[config.mk]
export PLATFORM = sky130hd
export DESIGN_NAME = syringe_pump_move_sequencer_unit_flat
export DESIGN_NICKNAME = d
export VERILOG_FILES = /design/src/rtl/spms_pkg.sv /design/src/rtl/spms_if.sv /design/src/rtl/spms_front.sv /design/src/rtl/spms_queue.sv /design/src/rtl/spms_back.sv /design/src/rtl/syringe_pump_move_sequencer_unit.sv /design/src/flat_wrapper.sv
export SDC_FILE = /design/constraint.sdc
export NUM_CORES = 1
export LEC_CHECK = 0
export BUFFER_PORTS_ARGS = -buffer_cell sky130_fd_sc_hd__clkbuf_2
export CAP_MARGIN = 20
export CELL_PAD_IN_SITES_DETAIL_PLACEMENT = 1
export CELL_PAD_IN_SITES_GLOBAL_PLACEMENT = 1
export CORE_AREA = 2 2 204 206
export CTS_CLUSTER_DIAMETER = 200
export DETAILED_ROUTE_END_ITERATION = 8
export DIE_AREA = 0 0 206 208
export PLACE_DENSITY = 0.89
export SKIP_LAST_GASP = 1
export SYNTH_ARGS = -nofsm -noshare
export SYNTH_HDL_FRONTEND = slang
export SYNTH_SLANG_ARGS = --single-unit
[constraint.sdc]
create_clock -name clock -period 6.3 [get_ports clock]
set_input_delay 0.945 -clock clock [delete_from_list [all_inputs] [get_ports clock]]
set_output_delay 0.945 -clock clock [all_outputs]
set_load 0.01 [all_outputs]
[src/rtl/spms_pkg.sv]
// ----------------------------------------------------------------------------
// Syringe pump move sequencer package
// Command and result types and the fixed constants of the sequencer.
// ----------------------------------------------------------------------------
package spms_pkg;

   // Largest total step position the syringe may reach.
   localparam int unsigned MAX_STEPS = 6000;

   // Status bits that show the pump is answering.
   localparam logic [15:0] STATUS_LINK_MASK = 16'h0060;

   // Reset value of the timeout register.
   localparam logic [15:0] TIMEOUT_RESET = 16'd300;

   // Register values written by the start-up sequence and fixed commands.
   localparam logic [15:0] BOOT_INPUT_VALVE  = 16'd1;
   localparam logic [15:0] BOOT_OUTPUT_VALVE = 16'd2;
   localparam logic [15:0] RESET_VALUE       = 16'd1;
   localparam logic [15:0] STOP_VALUE        = 16'd1;

   // Input actions.
   typedef enum logic [2:0] {
      ACT_TICK       = 3'd0,
      ACT_START      = 3'd1,
      ACT_RESET      = 3'd2,
      ACT_STOP       = 3'd3,
      ACT_OPEN       = 3'd4,
      ACT_SET_INPUT  = 3'd5,
      ACT_SET_OUTPUT = 3'd6,
      ACT_ARM        = 3'd7
   } action_type;

   // Kinds of move.
   typedef enum logic [1:0] {
      MOVE_DRAIN    = 2'd0,
      MOVE_ABSOLUTE = 2'd1,
      MOVE_SUCK     = 2'd2
   } move_kind_type;

   // Pump registers that a result may write.
   typedef enum logic [2:0] {
      TGT_INPUT_VALVE   = 3'd0,
      TGT_OUTPUT_VALVE  = 3'd1,
      TGT_RESET         = 3'd2,
      TGT_FORCED_STOP   = 3'd3,
      TGT_VALVE_CONTROL = 3'd4,
      TGT_DRAIN         = 3'd5,
      TGT_ABSOLUTE      = 3'd6,
      TGT_SUCK          = 3'd7
   } target_type;

   // A classified command as it waits in the queue.
   typedef struct packed {
      action_type    action;
      logic [7:0]    valve;
      logic [15:0]   steps;
      move_kind_type kind;
      logic          over_max;
      logic          link_up;
      logic [15:0]   position;
      logic [15:0]   valve_now;
   } cmd_type;

   // One result without its last marker.
   typedef struct packed {
      logic        accepted;
      logic        send_valid;
      target_type  send_target;
      logic [15:0] send_value;
      logic        event_valid;
      logic        event_outcome;
   } result_type;

endpackage

[src/rtl/spms_if.sv]
// ----------------------------------------------------------------------------
// Sequencer channel interfaces
// Valid/ready channels for commands, results and the timeout register.
// ----------------------------------------------------------------------------

// Command and status tick channel.
interface spms_req_if;
   logic        valid;
   logic        ready;
   logic [2:0]  action;
   logic [7:0]  valve_number;
   logic [15:0] move_steps;
   logic [1:0]  move_direction;
   logic [15:0] status_word;
   logic [15:0] position_now;
   logic [15:0] valve_now;

   modport source (
      output valid, action, valve_number, move_steps, move_direction,
             status_word, position_now, valve_now,
      input  ready
   );
   modport sink (
      input  valid, action, valve_number, move_steps, move_direction,
             status_word, position_now, valve_now,
      output ready
   );
endinterface

// Result channel.
interface spms_rsp_if;
   logic        valid;
   logic        ready;
   logic        accepted;
   logic        send_valid;
   logic [2:0]  send_target;
   logic [15:0] send_value;
   logic        event_valid;
   logic        event_outcome;
   logic        last;

   modport source (
      output valid, accepted, send_valid, send_target, send_value,
             event_valid, event_outcome, last,
      input  ready
   );
   modport sink (
      input  valid, accepted, send_valid, send_target, send_value,
             event_valid, event_outcome, last,
      output ready
   );
endinterface

// Timeout register write channel.
interface spms_csr_if;
   logic        valid;
   logic        ready;
   logic [15:0] timeout_ticks;

   modport source (output valid, timeout_ticks, input ready);
   modport sink (input valid, timeout_ticks, output ready);
endinterface

[src/rtl/spms_front.sv]
// ----------------------------------------------------------------------------
// Sequencer front end
// Accepts command transactions and classifies them for the command queue.
// ----------------------------------------------------------------------------
module spms_front (
   spms_req_if.sink         req_bus,
   input  logic             queue_full,
   output logic             push,
   output spms_pkg::cmd_type push_data
);
   import spms_pkg::*;

   // Take a transaction whenever the queue has room.
   assign req_bus.ready = !queue_full;
   assign push          = req_bus.valid && !queue_full;

   // Classify the transaction: decode the action, fold direction three onto
   // suck, check the step bound and reduce the status word to a link flag.
   always_comb begin
      push_data.action    = action_type'(req_bus.action);
      push_data.valve     = req_bus.valve_number;
      push_data.steps     = req_bus.move_steps;
      if (req_bus.move_direction == 2'd3) begin
         push_data.kind = MOVE_SUCK;
      end else begin
         push_data.kind = move_kind_type'(req_bus.move_direction);
      end
      push_data.over_max  = req_bus.move_steps > 16'(MAX_STEPS);
      push_data.link_up   = (req_bus.status_word & STATUS_LINK_MASK) != 16'd0;
      push_data.position  = req_bus.position_now;
      push_data.valve_now = req_bus.valve_now;
   end

endmodule

[src/rtl/spms_queue.sv]
// ----------------------------------------------------------------------------
// Sequencer command queue
// Short first-in first-out queue of classified commands between the two ends.
// ----------------------------------------------------------------------------
module spms_queue #(
   parameter int unsigned DEPTH = 4
) (
   input  logic              clock,
   input  logic              reset,
   input  logic              push,
   input  spms_pkg::cmd_type push_data,
   output logic              full,
   input  logic              pop,
   output spms_pkg::cmd_type head,
   output logic              empty
);
   import spms_pkg::*;

   localparam int unsigned PTR_W = $clog2(DEPTH);
   localparam int unsigned CNT_W = $clog2(DEPTH + 1);

   cmd_type            entry_ff [DEPTH];
   logic [PTR_W-1:0]   wr_ptr_ff, wr_ptr_in;
   logic [PTR_W-1:0]   rd_ptr_ff, rd_ptr_in;
   logic [CNT_W-1:0]   count_ff, count_in;

   assign full  = count_ff == CNT_W'(DEPTH);
   assign empty = count_ff == '0;
   assign head  = entry_ff[rd_ptr_ff];

   // Pointer and fill count update.
   always_comb begin
      wr_ptr_in = wr_ptr_ff;
      rd_ptr_in = rd_ptr_ff;
      if (push) begin
         wr_ptr_in = (wr_ptr_ff == PTR_W'(DEPTH - 1)) ? '0 : wr_ptr_ff + 1'b1;
      end
      if (pop) begin
         rd_ptr_in = (rd_ptr_ff == PTR_W'(DEPTH - 1)) ? '0 : rd_ptr_ff + 1'b1;
      end
      case ({push, pop})
         2'b10:   count_in = count_ff + 1'b1;
         2'b01:   count_in = count_ff - 1'b1;
         default: count_in = count_ff;
      endcase
   end

   // Control state.
   always_ff @(posedge clock) begin
      if (reset) begin
         wr_ptr_ff <= '0;
         rd_ptr_ff <= '0;
         count_ff  <= '0;
      end else begin
         wr_ptr_ff <= wr_ptr_in;
         rd_ptr_ff <= rd_ptr_in;
         count_ff  <= count_in;
      end
   end

   // Entry storage.
   always_ff @(posedge clock) begin
      if (push) begin
         entry_ff[wr_ptr_ff] <= push_data;
      end
   end

endmodule

[src/rtl/spms_back.sv]
// ----------------------------------------------------------------------------
// Sequencer back end
// Carries out queued commands on the pump state and hands out their results.
// ----------------------------------------------------------------------------
module spms_back (
   input  logic              clock,
   input  logic              reset,
   spms_csr_if.sink          csr_bus,
   input  spms_pkg::cmd_type head,
   input  logic              queue_empty,
   output logic              pop,
   spms_rsp_if.source        rsp_bus
);
   import spms_pkg::*;

   typedef enum logic [2:0] {
      PH_IDLE        = 3'd0,
      PH_RESET_WAIT  = 3'd1,
      PH_VALVE_START = 3'd2,
      PH_VALVE_WAIT  = 3'd3,
      PH_MOVE_START  = 3'd4,
      PH_MOVE_WAIT   = 3'd5
   } phase_type;

   // Result builders.
   function automatic result_type write_result(target_type tgt, logic [15:0] value);
      result_type r;
      r.accepted      = 1'b1;
      r.send_valid    = 1'b1;
      r.send_target   = tgt;
      r.send_value    = value;
      r.event_valid   = 1'b0;
      r.event_outcome = 1'b0;
      return r;
   endfunction

   function automatic result_type event_result(logic fail);
      result_type r;
      r.accepted      = 1'b1;
      r.send_valid    = 1'b0;
      r.send_target   = TGT_INPUT_VALVE;
      r.send_value    = 16'd0;
      r.event_valid   = 1'b1;
      r.event_outcome = fail;
      return r;
   endfunction

   function automatic result_type plain_result(logic acc);
      result_type r;
      r.accepted      = acc;
      r.send_valid    = 1'b0;
      r.send_target   = TGT_INPUT_VALVE;
      r.send_value    = 16'd0;
      r.event_valid   = 1'b0;
      r.event_outcome = 1'b0;
      return r;
   endfunction

   function automatic target_type move_target(move_kind_type k);
      target_type t;
      case (k)
         MOVE_DRAIN:    t = TGT_DRAIN;
         MOVE_ABSOLUTE: t = TGT_ABSOLUTE;
         default:       t = TGT_SUCK;
      endcase
      return t;
   endfunction

   phase_type     phase_ff, phase_in;
   logic          connected_ff, connected_in;
   logic          first_boot_ff, first_boot_in;
   logic [15:0]   total_ff, total_in;
   logic [15:0]   pending_ff, pending_in;
   logic [7:0]    wanted_ff, wanted_in;
   move_kind_type kind_ff, kind_in;
   logic [15:0]   wait_ff, wait_in;
   logic          armed_ff, armed_in;
   logic [15:0]   timeout_ff, timeout_in;
   logic [1:0]    rem_ff, rem_in;
   logic [1:0]    idx_ff, idx_in;
   result_type    slot_ff [3];
   result_type    slot_in [3];
   result_type    cur;
   logic          fire;
   logic          take;
   logic [15:0]   wait_bump;

   // The timeout register is always ready for a write.
   assign csr_bus.ready = 1'b1;

   // Result register: the slots of the current command, shown in turn.
   assign cur                   = slot_ff[idx_ff];
   assign rsp_bus.valid         = rem_ff != 2'd0;
   assign rsp_bus.accepted      = cur.accepted;
   assign rsp_bus.send_valid    = cur.send_valid;
   assign rsp_bus.send_target   = cur.send_target;
   assign rsp_bus.send_value    = cur.send_value;
   assign rsp_bus.event_valid   = cur.event_valid;
   assign rsp_bus.event_outcome = cur.event_outcome;
   assign rsp_bus.last          = rem_ff == 2'd1;

   // A new command is taken once the last result of the previous one leaves.
   assign fire = rsp_bus.valid && rsp_bus.ready;
   assign take = !queue_empty && (rem_ff == 2'd0 || (rem_ff == 2'd1 && rsp_bus.ready));
   assign pop  = take;

   assign wait_bump = (wait_ff == 16'hFFFF) ? wait_ff : wait_ff + 16'd1;

   // Command execution and result sequencing.
   always_comb begin
      logic [1:0]  n;
      logic        report;
      logic        fail;
      logic [16:0] sum;
      phase_type   ph;
      n             = 2'd0;
      report        = 1'b0;
      fail          = 1'b0;
      sum           = {1'b0, total_ff} + {1'b0, head.steps};
      ph            = phase_ff;
      phase_in      = phase_ff;
      connected_in  = connected_ff;
      first_boot_in = first_boot_ff;
      total_in      = total_ff;
      pending_in    = pending_ff;
      wanted_in     = wanted_ff;
      kind_in       = kind_ff;
      wait_in       = wait_ff;
      armed_in      = armed_ff;
      slot_in       = slot_ff;
      rem_in        = rem_ff;
      idx_in        = idx_ff;
      timeout_in    = csr_bus.valid ? csr_bus.timeout_ticks : timeout_ff;

      if (take) begin
         case (head.action)
            ACT_TICK: begin
               connected_in = connected_ff | head.link_up;
               // Issue a pending valve or move write first.
               if (phase_ff == PH_VALVE_START) begin
                  slot_in[0] = write_result(TGT_VALVE_CONTROL, {8'd0, wanted_ff});
                  ph         = PH_VALVE_WAIT;
                  n          = 2'd1;
               end else if (phase_ff == PH_MOVE_START) begin
                  slot_in[0] = write_result(move_target(kind_ff), pending_ff);
                  ph         = PH_MOVE_WAIT;
                  n          = 2'd1;
               end
               // Then check the phase that the write leaves.
               case (ph)
                  PH_IDLE: begin
                     if (first_boot_ff && connected_in) begin
                        slot_in[0]    = write_result(TGT_INPUT_VALVE, BOOT_INPUT_VALVE);
                        slot_in[1]    = write_result(TGT_OUTPUT_VALVE, BOOT_OUTPUT_VALVE);
                        slot_in[2]    = write_result(TGT_RESET, RESET_VALUE);
                        total_in      = 16'd0;
                        wait_in       = 16'd0;
                        ph            = PH_RESET_WAIT;
                        first_boot_in = 1'b0;
                        n             = 2'd3;
                     end
                  end
                  PH_RESET_WAIT: begin
                     if (connected_in && head.position == 16'd0) begin
                        ph     = PH_IDLE;
                        report = 1'b1;
                     end else if (wait_ff > timeout_ff) begin
                        ph     = PH_IDLE;
                        report = 1'b1;
                        fail   = 1'b1;
                     end
                     wait_in = wait_bump;
                  end
                  PH_MOVE_WAIT: begin
                     if (connected_in && head.position == total_ff) begin
                        ph         = PH_IDLE;
                        report     = 1'b1;
                        pending_in = 16'd0;
                     end else if (wait_ff > timeout_ff) begin
                        ph     = PH_IDLE;
                        report = 1'b1;
                        fail   = 1'b1;
                     end
                     wait_in = wait_bump;
                  end
                  PH_VALVE_WAIT: begin
                     if (connected_in && head.valve_now == {8'd0, wanted_ff}) begin
                        ph = (pending_ff != 16'd0) ? PH_MOVE_START : PH_IDLE;
                     end else if (wait_ff > timeout_ff) begin
                        ph     = PH_IDLE;
                        report = 1'b1;
                        fail   = 1'b1;
                     end
                     wait_in = wait_bump;
                  end
                  default: begin
                  end
               endcase
               // A completion event goes out only while one is armed.
               if (report && armed_ff) begin
                  slot_in[n] = event_result(fail);
                  n          = n + 2'd1;
                  armed_in   = 1'b0;
               end
               phase_in = ph;
            end
            ACT_ARM: begin
               armed_in   = 1'b1;
               slot_in[0] = plain_result(1'b1);
               n          = 2'd1;
            end
            default: begin
               n = 2'd1;
               if (!connected_ff) begin
                  slot_in[0] = plain_result(1'b0);
               end else begin
                  case (head.action)
                     ACT_START: begin
                        slot_in[0] = plain_result(1'b0);
                        if (!head.over_max) begin
                           wanted_in  = head.valve;
                           pending_in = head.steps;
                           kind_in    = head.kind;
                           case (head.kind)
                              MOVE_DRAIN: begin
                                 if (total_ff >= head.steps) begin
                                    total_in   = total_ff - head.steps;
                                    slot_in[0] = plain_result(1'b1);
                                 end
                              end
                              MOVE_ABSOLUTE: begin
                                 total_in   = head.steps;
                                 slot_in[0] = plain_result(1'b1);
                              end
                              default: begin
                                 if (sum <= 17'(MAX_STEPS)) begin
                                    total_in   = sum[15:0];
                                    slot_in[0] = plain_result(1'b1);
                                 end
                              end
                           endcase
                           if (slot_in[0].accepted) begin
                              phase_in = PH_VALVE_START;
                              wait_in  = 16'd0;
                           end
                        end
                     end
                     ACT_RESET, ACT_SET_INPUT, ACT_SET_OUTPUT: begin
                        if (head.action == ACT_RESET) begin
                           slot_in[0] = write_result(TGT_RESET, RESET_VALUE);
                        end else if (head.action == ACT_SET_INPUT) begin
                           slot_in[0] = write_result(TGT_INPUT_VALVE, {8'd0, head.valve});
                        end else begin
                           slot_in[0] = write_result(TGT_OUTPUT_VALVE, {8'd0, head.valve});
                        end
                        total_in = 16'd0;
                        wait_in  = 16'd0;
                        phase_in = PH_RESET_WAIT;
                     end
                     ACT_STOP: begin
                        slot_in[0] = write_result(TGT_FORCED_STOP, STOP_VALUE);
                     end
                     default: begin
                        slot_in[0] = write_result(TGT_VALVE_CONTROL, {8'd0, head.valve});
                        phase_in   = PH_VALVE_WAIT;
                     end
                  endcase
               end
            end
         endcase
         rem_in = n;
         idx_in = 2'd0;
      end else if (fire) begin
         rem_in = rem_ff - 2'd1;
         idx_in = idx_ff + 2'd1;
      end
   end

   // Pump state, timeout register and result register.
   always_ff @(posedge clock) begin
      if (reset) begin
         phase_ff      <= PH_IDLE;
         connected_ff  <= 1'b0;
         first_boot_ff <= 1'b1;
         total_ff      <= 16'd0;
         pending_ff    <= 16'd0;
         wanted_ff     <= 8'd1;
         kind_ff       <= MOVE_DRAIN;
         wait_ff       <= 16'd0;
         armed_ff      <= 1'b0;
         timeout_ff    <= TIMEOUT_RESET;
         rem_ff        <= 2'd0;
         idx_ff        <= 2'd0;
      end else begin
         phase_ff      <= phase_in;
         connected_ff  <= connected_in;
         first_boot_ff <= first_boot_in;
         total_ff      <= total_in;
         pending_ff    <= pending_in;
         wanted_ff     <= wanted_in;
         kind_ff       <= kind_in;
         wait_ff       <= wait_in;
         armed_ff      <= armed_in;
         timeout_ff    <= timeout_in;
         rem_ff        <= rem_in;
         idx_ff        <= idx_in;
      end
      slot_ff <= slot_in;
   end

endmodule

[src/rtl/syringe_pump_move_sequencer_unit.sv]
// ----------------------------------------------------------------------------
// Syringe pump move sequencer
// Turns pump commands and status ticks into register writes and events.
// ----------------------------------------------------------------------------
//
//   Channel   Port     Direction  Carries
//   command   req_bus  in         action, valve, steps, direction, readback
//   result    rsp_bus  out        write, event, accepted and last marker
//   register  csr_bus  in         timeout_ticks
//
// The back end shows one result per cycle from its result register while
// ready is high, so a command gives one result and a tick gives zero to
// three (a quiet tick gives none).
// The first result of a transaction is offered once it has passed the
// command queue and been loaded into the result register. No memory
// needs clearing on reset. The command queue of QUEUE_DEPTH entries
// keeps accepting while results stall until it is full, and the result
// register holds its contents while ready is low.
module syringe_pump_move_sequencer_unit #(
   parameter int unsigned QUEUE_DEPTH = 4   // two or more
) (
   input  logic       clock,
   input  logic       reset,
   spms_req_if.sink   req_bus,
   spms_rsp_if.source rsp_bus,
   spms_csr_if.sink   csr_bus
);
   import spms_pkg::*;

   logic    push;
   logic    pop;
   logic    queue_full;
   logic    queue_empty;
   cmd_type push_data;
   cmd_type head;

   // Accept and classify.
   spms_front u_front (
      .req_bus    (req_bus),
      .queue_full (queue_full),
      .push       (push),
      .push_data  (push_data)
   );

   // Command queue.
   spms_queue #(
      .DEPTH (QUEUE_DEPTH)
   ) u_queue (
      .clock     (clock),
      .reset     (reset),
      .push      (push),
      .push_data (push_data),
      .full      (queue_full),
      .pop       (pop),
      .head      (head),
      .empty     (queue_empty)
   );

   // Execute and hand out results.
   spms_back u_back (
      .clock       (clock),
      .reset       (reset),
      .csr_bus     (csr_bus),
      .head        (head),
      .queue_empty (queue_empty),
      .pop         (pop),
      .rsp_bus     (rsp_bus)
   );

endmodule

[src/flat_wrapper.sv]
// flat-port wrapper written by rule: the top's interface ports become plain ports
module syringe_pump_move_sequencer_unit_flat import spms_pkg::*;
#(
   parameter int unsigned QUEUE_DEPTH = 4                 
)
  (clock, reset, req_bus_valid, req_bus_action, req_bus_valve_number, req_bus_move_steps, req_bus_move_direction, req_bus_status_word, req_bus_position_now, req_bus_valve_now, req_bus_ready, rsp_bus_valid, rsp_bus_accepted, rsp_bus_send_valid, rsp_bus_send_target, rsp_bus_send_value, rsp_bus_event_valid, rsp_bus_event_outcome, rsp_bus_last, rsp_bus_ready, csr_bus_valid, csr_bus_timeout_ticks, csr_bus_ready);
  spms_req_if req_bus_i ();
  spms_rsp_if rsp_bus_i ();
  spms_csr_if csr_bus_i ();
  input  logic clock;
  input  logic reset;
  input wire logic [$bits(req_bus_i.valid)-1:0] req_bus_valid;
  input wire logic [$bits(req_bus_i.action)-1:0] req_bus_action;
  input wire logic [$bits(req_bus_i.valve_number)-1:0] req_bus_valve_number;
  input wire logic [$bits(req_bus_i.move_steps)-1:0] req_bus_move_steps;
  input wire logic [$bits(req_bus_i.move_direction)-1:0] req_bus_move_direction;
  input wire logic [$bits(req_bus_i.status_word)-1:0] req_bus_status_word;
  input wire logic [$bits(req_bus_i.position_now)-1:0] req_bus_position_now;
  input wire logic [$bits(req_bus_i.valve_now)-1:0] req_bus_valve_now;
  output wire logic [$bits(req_bus_i.ready)-1:0] req_bus_ready;
  output wire logic [$bits(rsp_bus_i.valid)-1:0] rsp_bus_valid;
  output wire logic [$bits(rsp_bus_i.accepted)-1:0] rsp_bus_accepted;
  output wire logic [$bits(rsp_bus_i.send_valid)-1:0] rsp_bus_send_valid;
  output wire logic [$bits(rsp_bus_i.send_target)-1:0] rsp_bus_send_target;
  output wire logic [$bits(rsp_bus_i.send_value)-1:0] rsp_bus_send_value;
  output wire logic [$bits(rsp_bus_i.event_valid)-1:0] rsp_bus_event_valid;
  output wire logic [$bits(rsp_bus_i.event_outcome)-1:0] rsp_bus_event_outcome;
  output wire logic [$bits(rsp_bus_i.last)-1:0] rsp_bus_last;
  input wire logic [$bits(rsp_bus_i.ready)-1:0] rsp_bus_ready;
  input wire logic [$bits(csr_bus_i.valid)-1:0] csr_bus_valid;
  input wire logic [$bits(csr_bus_i.timeout_ticks)-1:0] csr_bus_timeout_ticks;
  output wire logic [$bits(csr_bus_i.ready)-1:0] csr_bus_ready;
  assign req_bus_i.valid = req_bus_valid;
  assign req_bus_i.action = req_bus_action;
  assign req_bus_i.valve_number = req_bus_valve_number;
  assign req_bus_i.move_steps = req_bus_move_steps;
  assign req_bus_i.move_direction = req_bus_move_direction;
  assign req_bus_i.status_word = req_bus_status_word;
  assign req_bus_i.position_now = req_bus_position_now;
  assign req_bus_i.valve_now = req_bus_valve_now;
  assign req_bus_ready = req_bus_i.ready;
  assign rsp_bus_valid = rsp_bus_i.valid;
  assign rsp_bus_accepted = rsp_bus_i.accepted;
  assign rsp_bus_send_valid = rsp_bus_i.send_valid;
  assign rsp_bus_send_target = rsp_bus_i.send_target;
  assign rsp_bus_send_value = rsp_bus_i.send_value;
  assign rsp_bus_event_valid = rsp_bus_i.event_valid;
  assign rsp_bus_event_outcome = rsp_bus_i.event_outcome;
  assign rsp_bus_last = rsp_bus_i.last;
  assign rsp_bus_i.ready = rsp_bus_ready;
  assign csr_bus_i.valid = csr_bus_valid;
  assign csr_bus_i.timeout_ticks = csr_bus_timeout_ticks;
  assign csr_bus_ready = csr_bus_i.ready;
  syringe_pump_move_sequencer_unit #(.QUEUE_DEPTH(QUEUE_DEPTH)) u_core (.clock(clock), .reset(reset), .req_bus(req_bus_i), .rsp_bus(rsp_bus_i), .csr_bus(csr_bus_i));
endmodule
==> flow_metrics.env, run 1 <==
export IMPL_slowest_stage="a2111oi_0"
export IMPL_nNetsFinal=1904
export IMPL_cp_max_fo=23
export IMPL_clock_path_buffers=3
export IMPL_rsz0062_at_grt="no"
export IMPL_vias=14700
export IMPL_syn_area_per_cell_um2=12.2
export IMPL_max_freq_mhz=179
export IMPL_antenna_found_initial=2
export IMPL_fin_skew_ps=42.9
export IMPL_gp_congestion=0.907
export IMPL_die_area_um2=42800
export IMPL_ys_flop_type="edfxtp_1"
export IMPL_crit_chain="mux4_2 > inv_1 > ha_1 > nor2b_1 > a211oi_1 > o31ai_1 > mux2_2 > a2111oi_0 > o22ai_1 > o311ai_2 > or2_1 > a311o_1 > buf_4 > mux2i_1"
export IMPL_routedWlPerCell_um=25.6
export IMPL_fin_cells=2312
export IMPL_critPathKind="flop to flop"
export IMPL_die_height_um=208
export IMPL_post_route_period_util_pct=88.5
export IMPL_cp_arrival_ps=6090
export IMPL_cts_resized=0
export IMPL_regToRegEndpoint="u_core.u_back.total_ff[1]"
export IMPL_p_leak_uw=0.00794
export IMPL_hold_ws_ps=495
export IMPL_ys_top_cells_by_area="edfxtp_1 48%, dfxtp_1 9.2%, mux4_2 5.2%"
export IMPL_cts_hold_buf=0
export IMPL_ys_seq_area_share_pct=56.9
export IMPL_synth_top_cell_by_area="edfxtp_1"
export IMPL_power_frac_clock_pct=28.3
export IMPL_grt_pass1_vias=15500
export IMPL_cpPeakStageDelay_ps=680
export IMPL_coreArea_um2=40600
export IMPL_combPwrFrac_pct=33.5
export IMPL_peakVddDrop_uv=331
export IMPL_dp_cells=2227
export IMPL_vias_per_cell=6.36
export IMPL_regToRegSetupSlack_ps=720
export IMPL_ant_nets=0
export IMPL_clk_pin_slew_worst_paths_ps=70
export IMPL_start_kind="flop"
export IMPL_p_int_uw=6030
export IMPL_hold_violations=0
export IMPL_hpwl_um=39000
export IMPL_p_seq_share_pct=38.2
export IMPL_min_period_ps=5580
export IMPL_cts_tree="built"
export IMPL_start_util_pct=49.8
export IMPL_yosysWarnings=0
export IMPL_status="completed"
export IMPL_first_pass_iters=7
export IMPL_switching_share_pct=36.2
export IMPL_numCtsBuffers=44
export IMPL_drc=0
export IMPL_grt_first_pass_wirelength_um=90800
export IMPL_area_growth_pct=12.3
export IMPL_synth_top_area_share_pct=47.7
export IMPL_min_from="u_core.u_back.timeout_ff[3]"
export IMPL_crit_path_end="u_core.u_back.total_ff[1]"
export IMPL_wl_um=59200
export IMPL_die_w_um=206
export IMPL_tightest_slew_ps=1070
export IMPL_io_pins=125
export IMPL_min_path_type="flop to flop"
export IMPL_syn_inst=1661
export IMPL_setup_violations=0
export IMPL_io_buffers=109
export IMPL_synth_cell_types=86
export IMPL_maxCapViolCount=0
export IMPL_critPathRequiredTime_ps=6810
export IMPL_power_switching_uw=3430
export IMPL_ys_seq_elements=414
export IMPL_synthArstFlopShare_pct=0
export IMPL_relSlewSlack_pct=28.4
export IMPL_cts_sinks=414
export IMPL_rows=74
export IMPL_synth_edf_count=321
export IMPL_overflow=0
export IMPL_grt_max_degree=64
export IMPL_root_buffer="clkbuf_16"
export IMPL_syn_area_um2=20200
export IMPL_final_util_pct=55.9
export IMPL_syn_nets=1822
export IMPL_fin_setup_tns_ps=0
export IMPL_postCtsSetupBuffers=0
export IMPL_end_kind="flop"
export IMPL_insertion_delay_ps=600
export IMPL_h_tree_depth=2
export IMPL_final_max_slew_viol_count=0
export IMPL_drt_initial_drc_count=1249
export IMPL_grt_total_usage_pct=27.6
export IMPL_powerDensity_nw_per_um2=417
export IMPL_r2r_cells=14
export IMPL_drive_gt1_share_pct=16.1
==> layout make-up <==
cell class | instances | area [um2]
fillers | 4132 | 17900
flip-flops and latches | 414 | 11500
multi-input cells | 1081 | 8010
clock buffers | 53 | 1160
repair buffers | 133 | 753
well taps | 532 | 666
clock inverters | 28 | 323
inverters | 69 | 259
diodes | 2 | 5.00
==> registers in the layout, indices dropped and copies added, names as in the netlist, named ones only <==
register / flops
u_core.u_back.wanted_ff: 8
u_core.u_back.first_boot_ff: 1
u_core.u_back.wait_ff: 16
u_core.u_back.idx_ff: 2
u_core.u_queue.entry_ff: 252
u_core.u_back.timeout_ff: 16
u_core.u_back.slot_ff: 69
u_core.u_back.pending_ff: 16
u_core.u_queue.wr_ptr_ff: 2
u_core.u_queue.rd_ptr_ff: 2
u_core.u_queue.count_ff: 3
u_core.u_back.rem_ff: 2
u_core.u_back.phase_ff: 3
u_core.u_back.total_ff: 16
u_core.u_back.kind_ff: 2
u_core.u_back.armed_ff: 1
u_core.u_back.connected_ff: 1
==> per-stage QoR <==
stage | instance area, um2 | total power, uW | setup WS (ps)
after floorplan | 20200 | 5720 | 1120
after global placement | 21200 | 6520 | 1150
after detailed placement | 21200 | 6720 | 969
after CTS | 22700 | 9430 | 938
after global routing | 22700 | 9870 | 510
final | 22700 | 9460 | 725
==> cell usage in the layout, fill, tap and decap left out, types with 8 or more instances in the layout <==
cell type / count
clkbuf_16: 45
o22ai_1: 11
or3_1: 12
clkinv_1: 8
edfxtp_1: 321
o21a_1: 14
o21ai_0: 71
clkbuf_2: 109
nand3_1: 41
nor2_1: 126
nand2_1: 122
ha_1: 60
xor2_1: 9
a221oi_1: 11
mux2i_1: 98
nand4_1: 13
inv_1: 66
nor4_1: 19
mux4_2: 47
buf_4: 21
dfxtp_1: 91
a21o_1: 9
a311oi_1: 14
xnor2_1: 28
nor2b_1: 14
clkbuf_1: 8
a21oi_1: 81
nor3_1: 31
nand2b_1: 25
o211ai_1: 23
and3_1: 47
o221ai_1: 17
==> how the worst min path moves through the flow <==
stage,end,slack [ps],cells after the start
after floorplan,u_core.u_back.first_boot_ff,450,2
after global placement,u_core.u_back.first_boot_ff,470,2
after detailed placement,u_core.u_back.first_boot_ff,490,2
after CTS,u_core.u_back.first_boot_ff,500,2
after global routing,u_core.u_back.pending_ff[13],520,2
final,u_core.u_back.timeout_ff[3],500,2
==> metal layers <==
metal,share of wire (%),GRT usage (%),vias up
met5,0,0,-
met4,4.2,11.9,0
met3,6.9,6.27,178
met2,49,45.5,650
met1,40,34.8,7393
li1,-,-,6485
==> worst max-delay path, delay by kind of cell (launching register included) <==
kind	cells	cell delay [ps]
buffers and inverters	2	450
adder cells (fa/ha/maj)	1	310
multiplexers	3	1340
AND/OR/NAND/NOR	2	440
AO/OA/AOI/OAI	6	2320
flip-flops	1	640
==> cell families (layout without fill, tap and decap cells) <==
logic type               Yosys count  count (layout)  share of synthesized area (%)
XOR/XNOR                          37              37                           1.60
flip-flops                       414             414                           56.9
other                              1               3                         0.0186
buffers and inverters            166             283                           3.42
adder cells (fa/ha/maj)           63              63                           4.01
AND/OR/NAND/NOR                  489             489                           11.9
multiplexers                     153             153                           10.5
AO/OA/AOI/OAI                    338             338                           11.5
==> power groups by stage <==
stage / Sequential (uW) / Combinational, uW / Clock, uW
after floorplan: 3530 / 2200 / 0
after global placement: 3620 / 2900 / 0
after detailed placement: 3660 / 3060 / 0
after CTS: 3610 / 3110 / 2700
after global routing: 3650 / 3420 / 2800
final: 3620 / 3170 / 2670
==> Yosys cell counts (all sizes together) (15+ instances only) <==
library cell / count
dfxtp: 93
xnor2: 28
mux4: 47
nand3: 41
nand2: 122
o221ai: 17
edfxtp: 321
nor3: 33
mux2i: 98
nand4: 15
nor4: 19
o211ai: 24
a21oi: 82
nor2: 126
buf: 32
and3: 51
o21ai: 77
ha: 60
clkbuf: 65
nand2b: 25
inv: 68
No activity file was read; power rests on OpenSTA's default activity.
==> run 2, diff against run 1 <==
CORE_AREA = 10 10 212 214   (was 2 2 204 206)
DIE_AREA = 0 0 222 224   (was 0 0 206 208)
==> run 2 against run 1 <==
- fmax is 1.7% lower
- global-route usage is 4.4 points lower
- wire length is 0.30% higher
- non-clock buffer count up 2
- power down 0.16%
- clock skew shrank 0.73 ps
- critical path type unchanged
- critical endpoint is now u_core.u_back.total_ff[13]
- highest routed layer unchanged
==> flow_metrics.env, run 2 (synthesis gave the netlist of run 1 again) <==
export IMPL_hpwl_um=39900
export IMPL_end_kind="flop"
export IMPL_wl_um=59300
export IMPL_tightest_slew_ps=1060
export IMPL_io_buffers=109
export IMPL_start_util_pct=49.8
export IMPL_insertion_delay_ps=600
export IMPL_slowest_stage="dfxtp_4"
export IMPL_cts_sinks=414
export IMPL_io_pins=125
export IMPL_die_height_um=224
export IMPL_final_util_pct=56.0
export IMPL_cts_tree="built"
export IMPL_drive_gt1_share_pct=16.3
export IMPL_rows=74
export IMPL_root_buffer="clkbuf_16"
export IMPL_routedWlPerCell_um=25.7
export IMPL_min_path_type="flop to flop"
export IMPL_hold_ws_ps=489
export IMPL_drc=0
export IMPL_min_period_ps=5670
export IMPL_antenna_found_initial=0
export IMPL_grt_max_degree=64
export IMPL_report_power_total_uw=9440
export IMPL_most_common_layout_cells="321 x edfxtp_1, 126 x nor2_1, 122 x nand2_1, 109 x clkbuf_2, 98 x mux2i_1"
export IMPL_peakVddDrop_uv=284
export IMPL_first_pass_iters=5
export IMPL_final_max_slew_viol_count=0
export IMPL_vias_per_cell=6.32
export IMPL_post_route_period_util_pct=90.0
export IMPL_grt_total_usage_pct=23.2
export IMPL_vias=14600
export IMPL_drt_initial_drc_count=1226
export IMPL_regMostFlops="u_core.u_queue.entry_ff"
export IMPL_gp_congestion=0.877
export IMPL_overflow=0
export IMPL_cts_resized=0
export IMPL_hold_violations=0
export IMPL_r2r_cells=14
export IMPL_powerDensity_nw_per_um2=416
export IMPL_cpPeakStageDelay_ps=720
export IMPL_largest_reg_flops=252
export IMPL_grt_first_pass_wirelength_um=91800
export IMPL_clk_pin_slew_worst_paths_ps=60
export IMPL_cts_hold_buf=0
export IMPL_critPathRequiredTime_ps=6760
export IMPL_h_tree_depth=2
export IMPL_p_leak_uw=0.00796
export IMPL_maxCapViolCount=0
export IMPL_setup_violations=0
export IMPL_status="completed"
export IMPL_start_kind="flop"
export IMPL_crit_chain="mux4_2 > inv_1 > ha_1 > nor2b_1 > a211oi_1 > o31ai_1 > mux2_2 > a2111oi_0 > o22ai_1 > o311ai_2 > or2_1 > a311o_1 > buf_4 > mux2i_1"
export IMPL_area_growth_pct=12.3
export IMPL_max_freq_mhz=176
export IMPL_rsz0062_at_grt="no"
export IMPL_largest_registers="u_core.u_queue.entry_ff x252, u_core.u_back.slot_ff x69"
export IMPL_numCtsBuffers=44
export IMPL_postCtsSetupBuffers=0
export IMPL_nNetsFinal=1906
export IMPL_design_area_um2=22700
export IMPL_critPathKind="flop to flop"
export IMPL_place_area_um2=21200
export IMPL_die_w_um=222
export IMPL_coreArea_um2=40600
export IMPL_final_common_cell="edfxtp_1"
export IMPL_diodes=0
export IMPL_ant_nets=0
export IMPL_relSlewSlack_pct=29.3
export IMPL_cp_arrival_ps=6130
export IMPL_cp_max_fo=25
export IMPL_min_delay_path_depth=2
export IMPL_clock_path_buffers=3
export IMPL_grt_pass1_vias=15600
export IMPL_die_area_um2=49700
export IMPL_fin_setup_tns_ps=0
export IMPL_fin_skew_ps=42.1
## run 2: path summary, 6_finish.rpt
check,startpoint,to,slack (ps)
worst max register to register,flop,u_core.u_back.total_ff[13],630
worst min register to register,u_core.u_back.timeout_ff[8],u_core.u_back.timeout_ff[8],490
worst max-delay path,flop,u_core.u_back.total_ff[13],630
worst min-delay path,u_core.u_back.timeout_ff[8],u_core.u_back.timeout_ff[8],490
## run 2: critical path: cells and delay by family, from the launching register on
kind / cells / cell delay (ps)
AO/OA/AOI/OAI: 6 / 2240
adder cells (fa/ha/maj): 1 / 310
buffers and inverters: 2 / 420
flip-flops: 1 / 720
multiplexers: 3 / 1380
AND/OR/NAND/NOR: 2 / 450
## run 2: report_power, final
part,internal (uW),switching [uW]
registers,3370,276
clock network,1500,1150
logic,1130,2020
total,6000,3440
## run 2: through the flow
step | setup WS, ps | std cells
2_1_floorplan | 1120 | 1661
3_3_place_gp | 1070 | 2227
3_5_place_dp | 920 | 2228
4_1_cts | 812 | 2310
5_1_grt | 478 | 2313
6_report | 631 | 2313
## run 2: metal layers
layer  GRT usage (%)  share of wire (%)  vias to the layer above
met5               0                  0                        -
li1                -                  -                     6474
met1            28.1                 41                     7458
met4            9.87                3.9                        0
met2            39.9                 49                      549
met3            4.32                6.2                      148
## run 2: layout make-up
class	instances	area (um2)
fill	4103	17900
tap	532	666
sequential	414	11500
inverter	69	259
clock buffer	57	1210
timing repair buffer	135	764
multi-input combinational	1081	8010
clock inverter	25	269
==> run 3, diff against run 2 <==
CORE_AREA = 8 8 210 212   (was 10 10 212 214)
DIE_AREA = 0 0 218 220   (was 0 0 222 224)
PLACE_DENSITY = not set   (was 0.89)
PLACE_DENSITY_LB_ADDON = 0.1   (was not set)
SYNTH_HIERARCHICAL = 1   (was not set)
==> run 3 against run 2 <==
- sequential share of layout area grew 1.4 points
- global-route usage shrank 2.1 points
- setup slack gained 560 ps
- via count shrank 13%
- final cell count shrank 4.9%
- non-clock buffer count grew 1
==> flow_metrics.env, run 3 <==
export IMPL_start_kind="flop"
export IMPL_p_leak_uw=0.00779
export IMPL_min_from="u_core/u_back/first_boot_ff"
export IMPL_cts_sinks=414
export IMPL_muxShareOfSynthArea_pct=10.8
export IMPL_powerDensity_nw_per_um2=400
export IMPL_synthXorXnorAreaFrac_pct=2.62
export IMPL_synth_top_family_by_area="multiplexers"
export IMPL_synthAdderAreaFrac_pct=4.04
export IMPL_most_common_layout_cells="321 x edfxtp_1, 131 x nand2_1, 109 x clkbuf_2, 91 x dfxtp_1, 79 x nor2_1"
export IMPL_largest_reg_flops=252
export IMPL_switching_share_pct=33.5
export IMPL_die_w_um=218
export IMPL_cp_max_fo=28
export IMPL_numCtsBuffers=45
export IMPL_synthArstFlopShare_pct=0
export IMPL_syn_area_per_cell_um2=12.6
export IMPL_grt_total_usage_pct=21.1
export IMPL_crit_chain="mux4_2 > ha_1 > fa_1 > nor2b_2 > o2111ai_2 > a32oi_1 > a41o_1 > a21oi_1 > a31oi_1 > o31a_1 > or3_4 > o21ai_1 > a31oi_1"
export IMPL_max_freq_mhz=196
export IMPL_rows=74
export IMPL_start_util_pct=49.5
export IMPL_yosys_cell_count_top_type="edfxtp_1"
export IMPL_fin_setup_tns_ps=0
export IMPL_die_height_um=220
export IMPL_cts_hold_buf=0
export IMPL_root_buffer="clkbuf_16"
export IMPL_fin_skew_ps=21.4
export IMPL_path_common_cell="a31oi_1"
export IMPL_power_frac_clock_pct=29.3
export IMPL_synth_top_cell_by_area="edfxtp_1"
export IMPL_ys_flop_type="edfxtp_1"
export IMPL_hold_ws_ps=464
export IMPL_cts_tree="built"
export IMPL_routedWlPerCell_um=22.9
export IMPL_relSlewSlack_pct=34.4
export IMPL_cts_resized=0
export IMPL_nNetsFinal=1793
export IMPL_cp_arrival_ps=5510
export IMPL_end_kind="flop"
export IMPL_grt_first_pass_wirelength_um=78500
export IMPL_slowest_stage="o21ai_1"
export IMPL_grt_max_degree=63
export IMPL_synth_top_area_share_pct=48.0
export IMPL_setup_violations=0
export IMPL_ant_nets=0
export IMPL_synth_common_cells="321 x edfxtp_1, 131 x nand2_1, 93 x dfxtp_1"
export IMPL_hpwl_um=34900
export IMPL_antenna_found_initial=1
export IMPL_clock_path_buffers=3
export IMPL_ys_seq_elements=414
export IMPL_coreArea_um2=40600
export IMPL_syn_area_um2=20100
export IMPL_largest_registers="u_core/u_queue/entry_ff x252, u_core/u_back/slot_ff x69"
export IMPL_insertion_delay_ps=580
export IMPL_drc=0
export IMPL_diodes=0
export IMPL_vias_per_cell=5.77
export IMPL_yosysWarnings=6
export IMPL_min_period_ps=5110
export IMPL_synth_cell_types=83
export IMPL_critPathRequiredTime_ps=6700
export IMPL_peakVddDrop_uv=346
export IMPL_drive_gt1_share_pct=17.6
export IMPL_final_common_cell="edfxtp_1"
export IMPL_min_path_type="flop to flop"
export IMPL_synth_compound_area_share_pct=9.47
export IMPL_postCtsSetupBuffers=0
export IMPL_die_area_um2=48000
export IMPL_tightest_slew_ps=984
export IMPL_nFillCells=4068
export IMPL_grt_pass1_vias=13600
export IMPL_overflow=0
export IMPL_hold_violations=0
export IMPL_p_seq_share_pct=40.9
export IMPL_power_switching_uw=2950
export IMPL_ys_top_cells_by_area="edfxtp_1 48%, dfxtp_1 9.3%, mux4_2 6.7%"
export IMPL_vias=12700
export IMPL_wl_um=50400
export IMPL_gp_congestion=0.845
export IMPL_combPwrFrac_pct=29.8
export IMPL_io_pins=125
export IMPL_first_pass_iters=4
export IMPL_status="completed"
export IMPL_post_route_period_util_pct=81.1
export IMPL_syn_inst=1594
export IMPL_final_max_slew_viol_count=0
export IMPL_io_buffers=109
export IMPL_ys_seq_area_share_pct=57.3
export IMPL_clk_pin_slew_worst_paths_ps=60
export IMPL_regMostFlops="u_core/u_queue/entry_ff"
export IMPL_critPathKind="flop to flop"
export IMPL_synth_edf_count=321
export IMPL_area_growth_pct=9.88
export IMPL_syn_nets=1755
export IMPL_p_int_uw=5860
export IMPL_h_tree_depth=2
export IMPL_maxCapViolCount=0
export IMPL_rsz0062_at_grt="no"
export IMPL_drt_initial_drc_count=753
export IMPL_synthSimpleGateAreaFrac_pct=10.0
export IMPL_cpPeakStageDelay_ps=720
run 3: cell count changes after synthesis, moves of 11 or more:
cell and delta:
a31oi_1 +12, mux2i_1 -27, nor2_1 -46, a311oi_1 -12
xnor2_1 +26, nor3_1 -12, nand2b_1 -11, buf_4 +60
mux4_2 +13
run 3: power by group through the flow:
| stage | combinational [uW] | sequential, uW | clock (uW) |
|---|---|---|---|
| floorplan | 1960 | 3500 | 0 |
| global placement | 2590 | 3650 | 0 |
| detailed placement | 2650 | 3670 | 0 |
| CTS | 2660 | 3610 | 2660 |
| global route | 2900 | 3640 | 2750 |
| finish | 2620 | 3600 | 2590 |
run 3: metrics by stage:
step	cells	util (%)	setup slack, ps	cell area [um2]	power, uW
final	2200	54.4	1190	22100	8810
after global routing	2200	54.4	833	22100	9290
after CTS	2199	54.4	1170	22100	8930
after detailed placement	2116	50.8	1210	20600	6310
after global placement	2116	50.8	1220	20600	6240
after floorplan	1594	-	482	20100	5460
run 3: layout make-up:
class / instances / area (um2) / area share [%]
well taps: 532 / 666 / 3.02
inverters: 69 / 259 / 1.17
flip-flops and latches: 414 / 11500 / 52.2
clock buffers: 63 / 1290 / 5.87
clock inverters: 20 / 155 / 0.703
multi-input cells: 966 / 7430 / 33.7
repair buffers: 136 / 748 / 3.39
run 3: cells by family (layout without fill, tap and decap cells):
logic type / after synthesis / in the layout
AOI/OAI and AO/OA: 298 / 298
xor gates and xnor gates: 60 / 60
adders and majority gates: 63 / 63
buffers and inverters: 214 / 288
DFF: 414 / 414
muxes: 136 / 136
other: 1 / 1
and+or+nand+nor: 408 / 408
run 3: routing by layer:
| layer | vias up | global-route usage, % | wire length, um |
|---|---|---|---|
| met5 | - | 0 | 13 |
| met4 | 2 | 7.19 | 1500 |
| met3 | 82 | 4.24 | 2320 |
| met2 | 252 | 35.5 | 24400 |
| met1 | 6366 | 26.9 | 22100 |
| li1 | 6000 | - | - |
run 3: worst paths after layout:
check                                 to  cells past startpoint  slack [ps]
max             u_core/u_back/wait_ff[2]                     13        1190
min          u_core/u_back/first_boot_ff                      2         460
max reg2reg     u_core/u_back/wait_ff[2]                     13        1190
min reg2reg  u_core/u_back/first_boot_ff                      2         460
run 3: critical path, delay by kind of cell (launching register included):
kind,cells,cell delay (ps)
and+or+nand+nor,2,630
adders and majority gates,2,670
muxes,1,660
AOI/OAI and AO/OA,8,2250
DFF,1,710
